==> src/rtl/tgarle_pkg.sv <==
// Shared types and constants for the 24-bit TGA RLE decoder.
package tgarle_pkg;

    // Header layout and the values it must carry
    localparam logic [4:0] HDR_IDX_ID_LEN   = 5'd0;
    localparam logic [4:0] HDR_IDX_CMAP     = 5'd1;
    localparam logic [4:0] HDR_IDX_TYPE     = 5'd2;
    localparam logic [4:0] HDR_IDX_WIDTH_LO = 5'd12;
    localparam logic [4:0] HDR_IDX_WIDTH_HI = 5'd13;
    localparam logic [4:0] HDR_IDX_HGT_LO   = 5'd14;
    localparam logic [4:0] HDR_IDX_HGT_HI   = 5'd15;
    localparam logic [4:0] HDR_IDX_DEPTH    = 5'd16;
    localparam logic [4:0] HDR_IDX_DESC     = 5'd17;
    localparam logic [4:0] HDR_IDX_MAX      = 5'd31;

    localparam logic [7:0] TYPE_RAW         = 8'd2;
    localparam logic [7:0] TYPE_RLE         = 8'd10;
    localparam logic [7:0] DEPTH_24         = 8'd24;
    localparam logic [7:0] HDR_BYTES        = 8'd18;
    localparam logic [7:0] PKT_RUN_MASK     = 8'h80;
    localparam logic [7:0] PKT_COUNT_MASK   = 8'h7F;

    // Result kinds
    typedef enum logic [2:0] {
        KIND_PIXEL    = 3'd0,
        KIND_HDR_OK   = 3'd1,
        KIND_CMAP     = 3'd2,
        KIND_BAD_TYPE = 3'd3,
        KIND_BAD_DEPTH= 3'd4,
        KIND_BAD_DESC = 3'd5,
        KIND_SHORT    = 3'd6
    } t_kind;

    // Parser phases
    typedef enum logic [1:0] {
        PH_HEADER = 2'd0,
        PH_ID     = 2'd1,
        PH_PIXELS = 2'd2,
        PH_IDLE   = 2'd3
    } t_phase;

    // Pixel byte position within a stored BGR triple
    typedef enum logic [1:0] {
        BP_BLUE  = 2'd0,
        BP_GREEN = 2'd1,
        BP_RED   = 2'd2
    } t_byte_phase;

    // One result beat
    typedef struct packed {
        t_kind       kind;
        logic [7:0]  red;
        logic [7:0]  green;
        logic [7:0]  blue;
        logic [15:0] column;
        logic [15:0] row;
        logic [7:0]  run_length;
        logic [15:0] image_width;
        logic [15:0] image_height;
        logic        last_pixel;
    } t_result;

endpackage

==> src/rtl/tgarle_in_stage.sv <==
// Input register for file byte beats.
module tgarle_in_stage (
    input  logic       i_clk,
    input  logic       i_rst_n,
    input  logic       i_valid,
    output logic       o_ready,
    input  logic [7:0] i_data_byte,
    input  logic       i_first_byte,
    input  logic       i_go,
    output logic       o_valid,
    output logic [7:0] o_data_byte,
    output logic       o_first_byte
);

    logic       r_valid;
    logic [7:0] r_data_byte;
    logic       r_first_byte;

    // Take a new beat when empty or when the held one moves on
    assign o_ready = !r_valid || i_go;

    always_ff @(posedge i_clk) begin
        if (!i_rst_n) begin
            r_valid <= 1'b0;
        end else if (i_valid && o_ready) begin
            r_valid <= 1'b1;
        end else if (i_go) begin
            r_valid <= 1'b0;
        end
    end

    // Hold payload
    always_ff @(posedge i_clk) begin
        if (i_valid && o_ready) begin
            r_data_byte  <= i_data_byte;
            r_first_byte <= i_first_byte;
        end
    end

    assign o_valid      = r_valid;
    assign o_data_byte  = r_data_byte;
    assign o_first_byte = r_first_byte;

endmodule

==> src/rtl/tgarle_parser.sv <==
// Header parser, ID skip and pixel/packet decoder: one byte per cycle on i_go.
module tgarle_parser (
    input  logic                 i_clk,
    input  logic                 i_rst_n,
    input  logic                 i_go,
    input  logic [7:0]           i_data_byte,
    input  logic                 i_first_byte,
    input  logic                 i_cfg_wr_en,
    input  logic [31:0]          i_cfg_wr_data,
    output logic                 o_res_valid,
    output tgarle_pkg::t_result  o_res
);

    tgarle_pkg::t_phase      r_phase,    n_phase;
    logic [4:0]              r_hdr_idx,  n_hdr_idx;
    logic [7:0]              r_id_len,   n_id_len;
    logic [7:0]              r_id_left,  n_id_left;
    logic                    r_is_rle,   n_is_rle;
    logic [15:0]             r_width,    n_width;
    logic [15:0]             r_height,   n_height;
    logic [15:0]             r_col,      n_col;
    logic [15:0]             r_row,      n_row;
    logic [7:0]              r_pkt_left, n_pkt_left;
    logic                    r_pkt_run,  n_pkt_run;
    tgarle_pkg::t_byte_phase r_byte_ph,  n_byte_ph;
    logic [7:0]              r_blue,     n_blue;
    logic [7:0]              r_green,    n_green;
    logic [31:0]             r_prod,     n_prod;
    logic [33:0]             r_need,     n_need;
    logic [31:0]             r_total_length;

    tgarle_pkg::t_phase eff_phase;
    logic [4:0]         eff_idx;
    logic [15:0]        hgt_full;
    logic [31:0]        mult;
    logic [16:0]        room;
    logic [7:0]         hdr_len;
    logic [7:0]         px_len;
    logic [16:0]        col_sum;
    logic [15:0]        row_next;
    logic               go_pixels;

    // Length register
    always_ff @(posedge i_clk) begin
        if (!i_rst_n) begin
            r_total_length <= 32'd0;
        end else if (i_cfg_wr_en) begin
            r_total_length <= i_cfg_wr_data;
        end
    end

    // Datapath helpers
    assign hgt_full = {i_data_byte, r_height[7:0]};
    assign mult     = hgt_full * r_width;
    assign room     = {1'b0, r_width} - {1'b0, r_col};
    assign go_pixels = (r_width != 16'd0) && (r_height != 16'd0);

    always_comb begin
        hdr_len = {1'b0, i_data_byte[6:0] & tgarle_pkg::PKT_COUNT_MASK[6:0]} + 8'd1;
        if ({9'd0, hdr_len} > room) begin
            hdr_len = room[7:0];
        end
    end

    assign px_len   = (r_is_rle && r_pkt_run) ? r_pkt_left : 8'd1;
    assign col_sum  = {1'b0, r_col} + {9'd0, px_len};
    assign row_next = r_row + 16'd1;

    // Next state and result for the byte in the input register
    always_comb begin
        n_phase    = r_phase;
        n_hdr_idx  = r_hdr_idx;
        n_id_len   = r_id_len;
        n_id_left  = r_id_left;
        n_is_rle   = r_is_rle;
        n_width    = r_width;
        n_height   = r_height;
        n_col      = r_col;
        n_row      = r_row;
        n_pkt_left = r_pkt_left;
        n_pkt_run  = r_pkt_run;
        n_byte_ph  = r_byte_ph;
        n_blue     = r_blue;
        n_green    = r_green;
        n_prod     = r_prod;
        n_need     = r_need;
        o_res_valid = 1'b0;
        o_res       = '0;
        o_res.kind  = tgarle_pkg::KIND_PIXEL;

        // A marker restarts header parsing in any phase
        eff_phase = i_first_byte ? tgarle_pkg::PH_HEADER : r_phase;
        eff_idx   = i_first_byte ? 5'd0 : r_hdr_idx;

        unique case (eff_phase)
            tgarle_pkg::PH_HEADER: begin
                n_phase   = tgarle_pkg::PH_HEADER;
                n_hdr_idx = (eff_idx < tgarle_pkg::HDR_IDX_MAX) ? eff_idx + 5'd1 : eff_idx;
                unique case (eff_idx)
                    tgarle_pkg::HDR_IDX_ID_LEN: begin
                        n_id_len = i_data_byte;
                    end
                    tgarle_pkg::HDR_IDX_CMAP: begin
                        if (i_data_byte != 8'd0) begin
                            o_res_valid = 1'b1;
                            o_res.kind  = tgarle_pkg::KIND_CMAP;
                            n_phase     = tgarle_pkg::PH_IDLE;
                        end
                    end
                    tgarle_pkg::HDR_IDX_TYPE: begin
                        if (i_data_byte == tgarle_pkg::TYPE_RAW) begin
                            n_is_rle = 1'b0;
                        end else if (i_data_byte == tgarle_pkg::TYPE_RLE) begin
                            n_is_rle = 1'b1;
                        end else begin
                            o_res_valid = 1'b1;
                            o_res.kind  = tgarle_pkg::KIND_BAD_TYPE;
                            n_phase     = tgarle_pkg::PH_IDLE;
                        end
                    end
                    tgarle_pkg::HDR_IDX_WIDTH_LO: n_width  = {r_width[15:8], i_data_byte};
                    tgarle_pkg::HDR_IDX_WIDTH_HI: n_width  = {i_data_byte, r_width[7:0]};
                    tgarle_pkg::HDR_IDX_HGT_LO:   n_height = {r_height[15:8], i_data_byte};
                    tgarle_pkg::HDR_IDX_HGT_HI: begin
                        n_height = hgt_full;
                        n_prod   = mult;
                    end
                    tgarle_pkg::HDR_IDX_DEPTH: begin
                        n_need = {1'b0, r_prod, 1'b0} + {2'd0, r_prod}
                               + {26'd0, tgarle_pkg::HDR_BYTES} + {26'd0, r_id_len};
                        if (i_data_byte != tgarle_pkg::DEPTH_24) begin
                            o_res_valid = 1'b1;
                            o_res.kind  = tgarle_pkg::KIND_BAD_DEPTH;
                            n_phase     = tgarle_pkg::PH_IDLE;
                        end
                    end
                    tgarle_pkg::HDR_IDX_DESC: begin
                        o_res_valid = 1'b1;
                        if (i_data_byte != 8'd0) begin
                            o_res.kind = tgarle_pkg::KIND_BAD_DESC;
                            n_phase    = tgarle_pkg::PH_IDLE;
                        end else if (!r_is_rle && (r_need > {2'd0, r_total_length})) begin
                            o_res.kind = tgarle_pkg::KIND_SHORT;
                            n_phase    = tgarle_pkg::PH_IDLE;
                        end else begin
                            o_res.kind         = tgarle_pkg::KIND_HDR_OK;
                            o_res.image_width  = r_width;
                            o_res.image_height = r_height;
                            if (r_id_len != 8'd0) begin
                                n_id_left = r_id_len;
                                n_phase   = tgarle_pkg::PH_ID;
                            end else begin
                                n_col      = 16'd0;
                                n_row      = 16'd0;
                                n_pkt_left = 8'd0;
                                n_pkt_run  = 1'b0;
                                n_byte_ph  = tgarle_pkg::BP_BLUE;
                                n_phase    = go_pixels ? tgarle_pkg::PH_PIXELS
                                                       : tgarle_pkg::PH_IDLE;
                            end
                        end
                    end
                    default: ;
                endcase
            end
            tgarle_pkg::PH_ID: begin
                // Skip the ID field
                n_id_left = r_id_left - 8'd1;
                if (r_id_left == 8'd1) begin
                    n_col      = 16'd0;
                    n_row      = 16'd0;
                    n_pkt_left = 8'd0;
                    n_pkt_run  = 1'b0;
                    n_byte_ph  = tgarle_pkg::BP_BLUE;
                    n_phase    = go_pixels ? tgarle_pkg::PH_PIXELS : tgarle_pkg::PH_IDLE;
                end
            end
            tgarle_pkg::PH_PIXELS: begin
                if (r_is_rle && (r_pkt_left == 8'd0)) begin
                    // Packet header: clip count at the row end
                    n_pkt_left = hdr_len;
                    n_pkt_run  = (i_data_byte & tgarle_pkg::PKT_RUN_MASK) != 8'd0;
                    n_byte_ph  = tgarle_pkg::BP_BLUE;
                end else begin
                    unique case (r_byte_ph)
                        tgarle_pkg::BP_BLUE: begin
                            n_blue    = i_data_byte;
                            n_byte_ph = tgarle_pkg::BP_GREEN;
                        end
                        tgarle_pkg::BP_GREEN: begin
                            n_green   = i_data_byte;
                            n_byte_ph = tgarle_pkg::BP_RED;
                        end
                        default: begin
                            // Third byte completes the pixel: emit the run
                            n_byte_ph        = tgarle_pkg::BP_BLUE;
                            o_res_valid      = 1'b1;
                            o_res.kind       = tgarle_pkg::KIND_PIXEL;
                            o_res.red        = i_data_byte;
                            o_res.green      = r_green;
                            o_res.blue       = r_blue;
                            o_res.column     = r_col;
                            o_res.row        = r_height - 16'd1 - r_row;
                            o_res.run_length = px_len;
                            if (r_is_rle) begin
                                n_pkt_left = r_pkt_left - px_len;
                            end
                            if (col_sum >= {1'b0, r_width}) begin
                                n_col = 16'd0;
                                n_row = row_next;
                                if (row_next >= r_height) begin
                                    o_res.last_pixel = 1'b1;
                                    n_phase          = tgarle_pkg::PH_IDLE;
                                end
                            end else begin
                                n_col = col_sum[15:0];
                            end
                        end
                    endcase
                end
            end
            default: ;
        endcase
    end

    // Control state
    always_ff @(posedge i_clk) begin
        if (!i_rst_n) begin
            r_phase    <= tgarle_pkg::PH_HEADER;
            r_hdr_idx  <= 5'd0;
            r_id_len   <= 8'd0;
            r_id_left  <= 8'd0;
            r_is_rle   <= 1'b0;
            r_width    <= 16'd0;
            r_height   <= 16'd0;
            r_col      <= 16'd0;
            r_row      <= 16'd0;
            r_pkt_left <= 8'd0;
            r_pkt_run  <= 1'b0;
            r_byte_ph  <= tgarle_pkg::BP_BLUE;
            r_blue     <= 8'd0;
            r_green    <= 8'd0;
        end else if (i_go) begin
            r_phase    <= n_phase;
            r_hdr_idx  <= n_hdr_idx;
            r_id_len   <= n_id_len;
            r_id_left  <= n_id_left;
            r_is_rle   <= n_is_rle;
            r_width    <= n_width;
            r_height   <= n_height;
            r_col      <= n_col;
            r_row      <= n_row;
            r_pkt_left <= n_pkt_left;
            r_pkt_run  <= n_pkt_run;
            r_byte_ph  <= n_byte_ph;
            r_blue     <= n_blue;
            r_green    <= n_green;
        end
    end

    // Size check pipeline over header bytes
    always_ff @(posedge i_clk) begin
        if (i_go) begin
            r_prod <= n_prod;
            r_need <= n_need;
        end
    end

endmodule

==> src/rtl/tgarle_out_stage.sv <==
// Result register for decoded beats.
module tgarle_out_stage (
    input  logic                i_clk,
    input  logic                i_rst_n,
    input  logic                i_load,
    input  logic                i_res_valid,
    input  tgarle_pkg::t_result i_res,
    input  logic                i_ready,
    output logic                o_valid,
    output logic                o_free,
    output tgarle_pkg::t_result o_res
);

    logic                r_valid;
    tgarle_pkg::t_result r_res;

    // Room for a new result when empty or being taken
    assign o_free = !r_valid || i_ready;

    always_ff @(posedge i_clk) begin
        if (!i_rst_n) begin
            r_valid <= 1'b0;
        end else if (i_load) begin
            r_valid <= i_res_valid;
        end else if (i_ready) begin
            r_valid <= 1'b0;
        end
    end

    // Hold payload until taken
    always_ff @(posedge i_clk) begin
        if (i_load && i_res_valid) begin
            r_res <= i_res;
        end
    end

    assign o_valid = r_valid;
    assign o_res   = r_res;

endmodule

==> src/rtl/tga_rle_truecolor_decoder_top.sv <==
// Top level of the 24-bit TGA RLE decoder.
// Takes one file byte per beat and returns status beats (header accepted or the
// rejection cause) and pixel-run beats with colour, column, flipped row and run
// length. Throughput is one byte per cycle while results are taken without stall;
// each byte's parser update is combinational between the input register and the
// result register, so its result is loaded into the result register as the byte
// leaves the input register. The uncompressed size check is spread over header
// bytes 15 to 17: the width-by-height product is registered at byte 15, the byte
// total at byte 16, compared at byte 17. The user must write total_length through
// the write port only while no byte is in flight; the block does not enforce it.
module tga_rle_truecolor_decoder_top (
    input  logic        i_clk,
    input  logic        i_rst_n,
    input  logic        i_cfg_wr_en,
    input  logic [31:0] i_cfg_wr_data,
    input  logic        i_valid,
    output logic        o_ready,
    input  logic [7:0]  i_data_byte,
    input  logic        i_first_byte,
    output logic        o_valid,
    input  logic        i_ready,
    output logic [2:0]  o_kind,
    output logic [7:0]  o_red,
    output logic [7:0]  o_green,
    output logic [7:0]  o_blue,
    output logic [15:0] o_column,
    output logic [15:0] o_row,
    output logic [7:0]  o_run_length,
    output logic [15:0] o_image_width,
    output logic [15:0] o_image_height,
    output logic        o_last_pixel
);

    logic                s_in_valid;
    logic [7:0]          s_in_byte;
    logic                s_in_first;
    logic                s_go;
    logic                s_out_free;
    logic                s_res_valid;
    tgarle_pkg::t_result s_res;
    tgarle_pkg::t_result s_out;

    // Advance the held byte when the result register has room
    assign s_go = s_in_valid && s_out_free;

    tgarle_in_stage u_in (
        .i_clk        (i_clk),
        .i_rst_n      (i_rst_n),
        .i_valid      (i_valid),
        .o_ready      (o_ready),
        .i_data_byte  (i_data_byte),
        .i_first_byte (i_first_byte),
        .i_go         (s_go),
        .o_valid      (s_in_valid),
        .o_data_byte  (s_in_byte),
        .o_first_byte (s_in_first)
    );

    tgarle_parser u_parser (
        .i_clk         (i_clk),
        .i_rst_n       (i_rst_n),
        .i_go          (s_go),
        .i_data_byte   (s_in_byte),
        .i_first_byte  (s_in_first),
        .i_cfg_wr_en   (i_cfg_wr_en),
        .i_cfg_wr_data (i_cfg_wr_data),
        .o_res_valid   (s_res_valid),
        .o_res         (s_res)
    );

    tgarle_out_stage u_out (
        .i_clk       (i_clk),
        .i_rst_n     (i_rst_n),
        .i_load      (s_go),
        .i_res_valid (s_res_valid),
        .i_res       (s_res),
        .i_ready     (i_ready),
        .o_valid     (o_valid),
        .o_free      (s_out_free),
        .o_res       (s_out)
    );

    assign o_kind         = s_out.kind;
    assign o_red          = s_out.red;
    assign o_green        = s_out.green;
    assign o_blue         = s_out.blue;
    assign o_column       = s_out.column;
    assign o_row          = s_out.row;
    assign o_run_length   = s_out.run_length;
    assign o_image_width  = s_out.image_width;
    assign o_image_height = s_out.image_height;
    assign o_last_pixel   = s_out.last_pixel;

endmodule

==> config.mk <==
export PLATFORM = sky130hd
export DESIGN_NAME = tga_rle_truecolor_decoder_top
export DESIGN_NICKNAME = d
export VERILOG_FILES = /design/src/rtl/tgarle_pkg.sv /design/src/rtl/tgarle_in_stage.sv /design/src/rtl/tgarle_parser.sv /design/src/rtl/tgarle_out_stage.sv /design/src/rtl/tga_rle_truecolor_decoder_top.sv
export SDC_FILE = /design/constraint.sdc
export NUM_CORES = 1
export LEC_CHECK = 0
export ABC_CLOCK_PERIOD_IN_PS = 10200
export CAP_MARGIN = 20
export CORE_ASPECT_RATIO = 0.6
export CORE_UTILIZATION = 60
export DETAILED_ROUTE_END_ITERATION = 10
export DONT_BUFFER_PORTS = 1
export MAX_ROUTING_LAYER = met4
export PLACE_DENSITY = 0.77
export SLEW_MARGIN = 20
export SYNTH_ARGS = -nofsm -noshare
export SYNTH_HDL_FRONTEND = slang
export SYNTH_SLANG_ARGS = --single-unit
==> constraint.sdc <==
create_clock -name i_clk -period 10.2 [get_ports i_clk]
set_input_delay 0.51 -clock i_clk [delete_from_list [all_inputs] [get_ports i_clk]]
set_output_delay 0.51 -clock i_clk [all_outputs]
set_load 0.02 [all_outputs]
==> metrics <==
share of final-layout standard cells stronger than drive strength 1=4.31%; Max Buffers Root-to-Sink=3; share of synthesized cell area in full adder, half adder and majority cells=between 20% and 30%; Die Outline Area=approximately 0.046 mm²; global-route usage over all layers=between 30% and 40%; power density relative to cell area=around 100 mW/mm²; kind of path behind the tightest hold check=in -> reg; synthesized instance count=2903; number of global-route vias before repair=~20000; data arrival at the endpoint of the critical path=7900 ps; area fraction in and, or, nand and nor cells after synthesis=15.7%; f_max=131 MHz; Least-Margin Pin Slew=between 1000 and 1500 ps; post-CTS clock slew at the launch and capture registers of the worst setup and hold paths=70 ps; mux share of post-synthesis cell area=under 10%; hold path depth=0; antenna-violating nets left=0; nets=roughly 3400; die boundary width=277 µm; synthesized net count=~3500; post-detailed-routing wire length=approximately 70 mm; Mapped Avg Cell Area=9.35 µm²; Worst IR Drop VDD=0.000106 V; initial core utilization=between 60 and 70%; worst slew slack as a fraction of its limit=between 20% and 30%; Pwr Total=around 2.8 mW; RSZ-0062 raised after global routing=false; Finish-stage setup viols=0; proportion of synthesized chip area in sequential cells=30.3%; global-route wire length before repair=roughly 110 mm; TritonCTS clock tree=yes; M1 GR Usage=45.6%; Warnings, synthesis=0; worst clock skew=just over 20 ps; routed wirelength normalized by instance count=20.2 µm; #FFs+latches synth=324; number of violations of the max-capacitance limit=0; grt peak-use layer=met1; dominant cells by area after synthesis=sky130_fd_sc_hd__edfxtp_1, sky130_fd_sc_hd__fa_1, sky130_fd_sc_hd__ha_1, sky130_fd_sc_hd__dfxtp_1, sky130_fd_sc_hd__inv_1; Worst-Skew Late Latency=~550 ps; cell at the root of the clock tree=sky130_fd_sc_hd__clkbuf_16; Async SR Flop Fraction=0%; post-route DRC violation count=0; CTS H-tree lvls=2; number of buffers created by CTS=34; Critical R2R Launch=u_in.o_data_byte[0]; post-synthesis compound-gate area fraction=10.3%; final clock period utilization by the worst path=roughly 75%; largest fanout on the critical path=13; floorplan die height=167 µm; Critical Path Source Type=flip-flop; final weighted congestion in routability-driven placement=about 1; antenna violations before repair=0; total count of max-transition violations in the final report=0; quantity of gates resized following cts=0; HPWL after detailed placement=between 50 and 60 mm; Overflow after GRT=0; IO Port Bufs=0; CP Capture Type=flip-flop; largest family of logic cells by synthesized area=adder cells; drt first pass iters=5; commonest register cell after synthesis=sky130_fd_sc_hd__edfxtp_1; sum of negative setup slack=0 ps; cell taking the most area after synthesis=sky130_fd_sc_hd__edfxtp_1; Yosys top cell area share=between 10% and 20%; flop-to-flop setup slack=~2600 ps; routing usage on met3=6.69%; number of enable flip-flop cells after synthesis=~180; result of the run=finished, final reports clean; via density per instance=6.00; hold buffers post-CTS=0; maximum number of pins on one net before global-route repair=a little under 100; top library cells by usage in the layout, fill and taps aside=sky130_fd_sc_hd__inv_1, sky130_fd_sc_hd__ha_1, sky130_fd_sc_hd__nor2_1; worst reg-to-reg path cell count=24; number of design-rule violations left by the first detailed-router iteration=around 2000; buffers inserted by post-CTS timing repair=0; critical path type=reg -> reg; most frequent standard cell in the layout excluding fill and tap cells=sky130_fd_sc_hd__inv_1; signed area change from the synthesized netlist to the final layout=6.01%; vias=between 20000 and 25000; CTS sink cnt=between 300 and 400; count of boundary I/O pins=148; # rows=59; cell area after synthesis=between 0.02 and 0.03 mm²; final number of hold-violating endpoints=0; synthesized-area fraction occupied by xor and xnor cells=under 10%; sink of the worst hold path=u_in.o_data_byte[7]; area of the core=roughly 0.044 mm²; distinct cell type count of the synthesized netlist=between 80 and 90; hold path start=i_data_byte[7]; post-route minimum period=roughly 7600 ps; critical path data required time=10480 ps; met2 Track Usage GR=45.1%; static power due to leakage=~13 nW; worst r2r dst=u_parser.r_prod[31]; diode count=0; worst setup path start=u_in.o_data_byte[0]
==> how the worst max path moves through the flow <==
stage / slack (ps) / end / cells past startpoint
after floorplan: 550 / u_out.o_res[0] / 8
after global placement: 2840 / u_parser.r_prod[31] / 24
after detailed placement: 2710 / u_parser.r_prod[31] / 24
after CTS: 2680 / u_parser.r_prod[31] / 24
after global routing: 2340 / u_parser.r_prod[31] / 24
final: 2580 / u_parser.r_prod[31] / 24
==> registers in the layout, indices dropped and copies added, names as in the netlist, 2 cells and up <==
signal                   count
u_parser.r_height           16
u_parser.r_col              16
u_parser.r_byte_ph           2
u_parser.r_hdr_idx           5
u_parser.r_total_length     32
u_parser.r_pkt_left          8
u_parser.r_green             8
u_parser.r_need             34
u_parser.r_row              16
u_in.o_data_byte             8
u_parser.r_id_left           8
u_out.o_res                100
u_parser.r_id_len            8
u_parser.r_width            16
u_parser.r_prod             32
u_parser.r_blue              8
u_parser.r_phase             2
==> stage by stage <==
| stage | area, µm² | instances | worst slack, ps | hold slack, ps | utilization [%] |
|---|---|---|---|---|---|
| global route | 28800 | 3458 | 2340 | 35.6 | 65.4 |
| global placement | 27600 | 3396 | 2840 | 440 | 62.8 |
| detailed placement | 27600 | 3396 | 2710 | 449 | 62.8 |
| CTS | 28800 | 3458 | 2680 | 40.5 | 65.4 |
| floorplan | 27200 | 2903 | 550 | 432 | - |
| finish | 28800 | 3458 | 2580 | 54.3 | 65.4 |
==> cell type report <==
| class | count | area [µm²] |
|---|---|---|
| clock inverter | 16 | 160 |
| sequential | 324 | 8240 |
| timing repair buffer | 24 | 180 |
| clock buffer | 46 | 972 |
| fill | 3465 | 15200 |
| multi-input combinational | 2071 | 17000 |
| tap | 579 | 724 |
| inverter | 398 | 1500 |
==> per-layer routing <==
metal  vias up  part of all wire [%]
met5         -                     0
met4         0                   2.3
met1     10100                    45
met3       120                    10
li1       9622                     -
met2       939                    42
==> synth_stat cells (29+ instances only) <==
cell	number
sky130_fd_sc_hd__dfxtp_1	149
sky130_fd_sc_hd__edfxtp_1	175
sky130_fd_sc_hd__and2_1	108
sky130_fd_sc_hd__inv_1	386
sky130_fd_sc_hd__clkbuf_1	86
sky130_fd_sc_hd__nand3_1	68
sky130_fd_sc_hd__o21ai_0	89
sky130_fd_sc_hd__fa_1	205
sky130_fd_sc_hd__xnor2_1	86
sky130_fd_sc_hd__nor3_1	39
sky130_fd_sc_hd__ha_1	319
sky130_fd_sc_hd__a21oi_1	147
sky130_fd_sc_hd__a21o_1	29
sky130_fd_sc_hd__nor2_1	309
sky130_fd_sc_hd__nand2_1	242
sky130_fd_sc_hd__mux2i_1	85
==> worst max-delay path, cell delays in order, from the launching register on <==
cell,delay (ps)
sky130_fd_sc_hd__edfxtp_1,650
sky130_fd_sc_hd__buf_4,320
sky130_fd_sc_hd__inv_2,340
sky130_fd_sc_hd__nor2_1,130
sky130_fd_sc_hd__fa_1,540
sky130_fd_sc_hd__inv_1,50
sky130_fd_sc_hd__fa_1,500
sky130_fd_sc_hd__fa_1,510
sky130_fd_sc_hd__inv_1,50
sky130_fd_sc_hd__fa_1,470
sky130_fd_sc_hd__fa_1,540
sky130_fd_sc_hd__inv_1,50
sky130_fd_sc_hd__fa_1,520
sky130_fd_sc_hd__inv_1,40
sky130_fd_sc_hd__ha_1,350
sky130_fd_sc_hd__a211oi_1,260
sky130_fd_sc_hd__o21ai_0,190
sky130_fd_sc_hd__nand4_1,130
sky130_fd_sc_hd__o311ai_1,190
sky130_fd_sc_hd__o41a_1,430
sky130_fd_sc_hd__o221a_2,290
sky130_fd_sc_hd__o21a_1,180
sky130_fd_sc_hd__o21a_1,180
sky130_fd_sc_hd__o41a_1,320
sky130_fd_sc_hd__xnor2_1,130
==> logic make-up (layout without fill, tap and decap cells) <==
group	count (synthesis)	count (layout)
compound gates	437	437
xor+xnor	111	111
fa+ha+maj	524	524
buf+inv	508	484
flops	324	324
mux	87	87
simple gates	912	912
==> report_power, final <==
part	switching (mW)	leakage (nW)	internal [mW]	total [mW]
Clock	0.554	0.558	0.731	1.28
Sequential	0.0229	2.81	1.38	1.41
Combinational	0.108	9.45	0.0472	0.155
Total	0.685	12.8	2.16	2.85
Note: power is estimated with default switching activity, not from simulation.
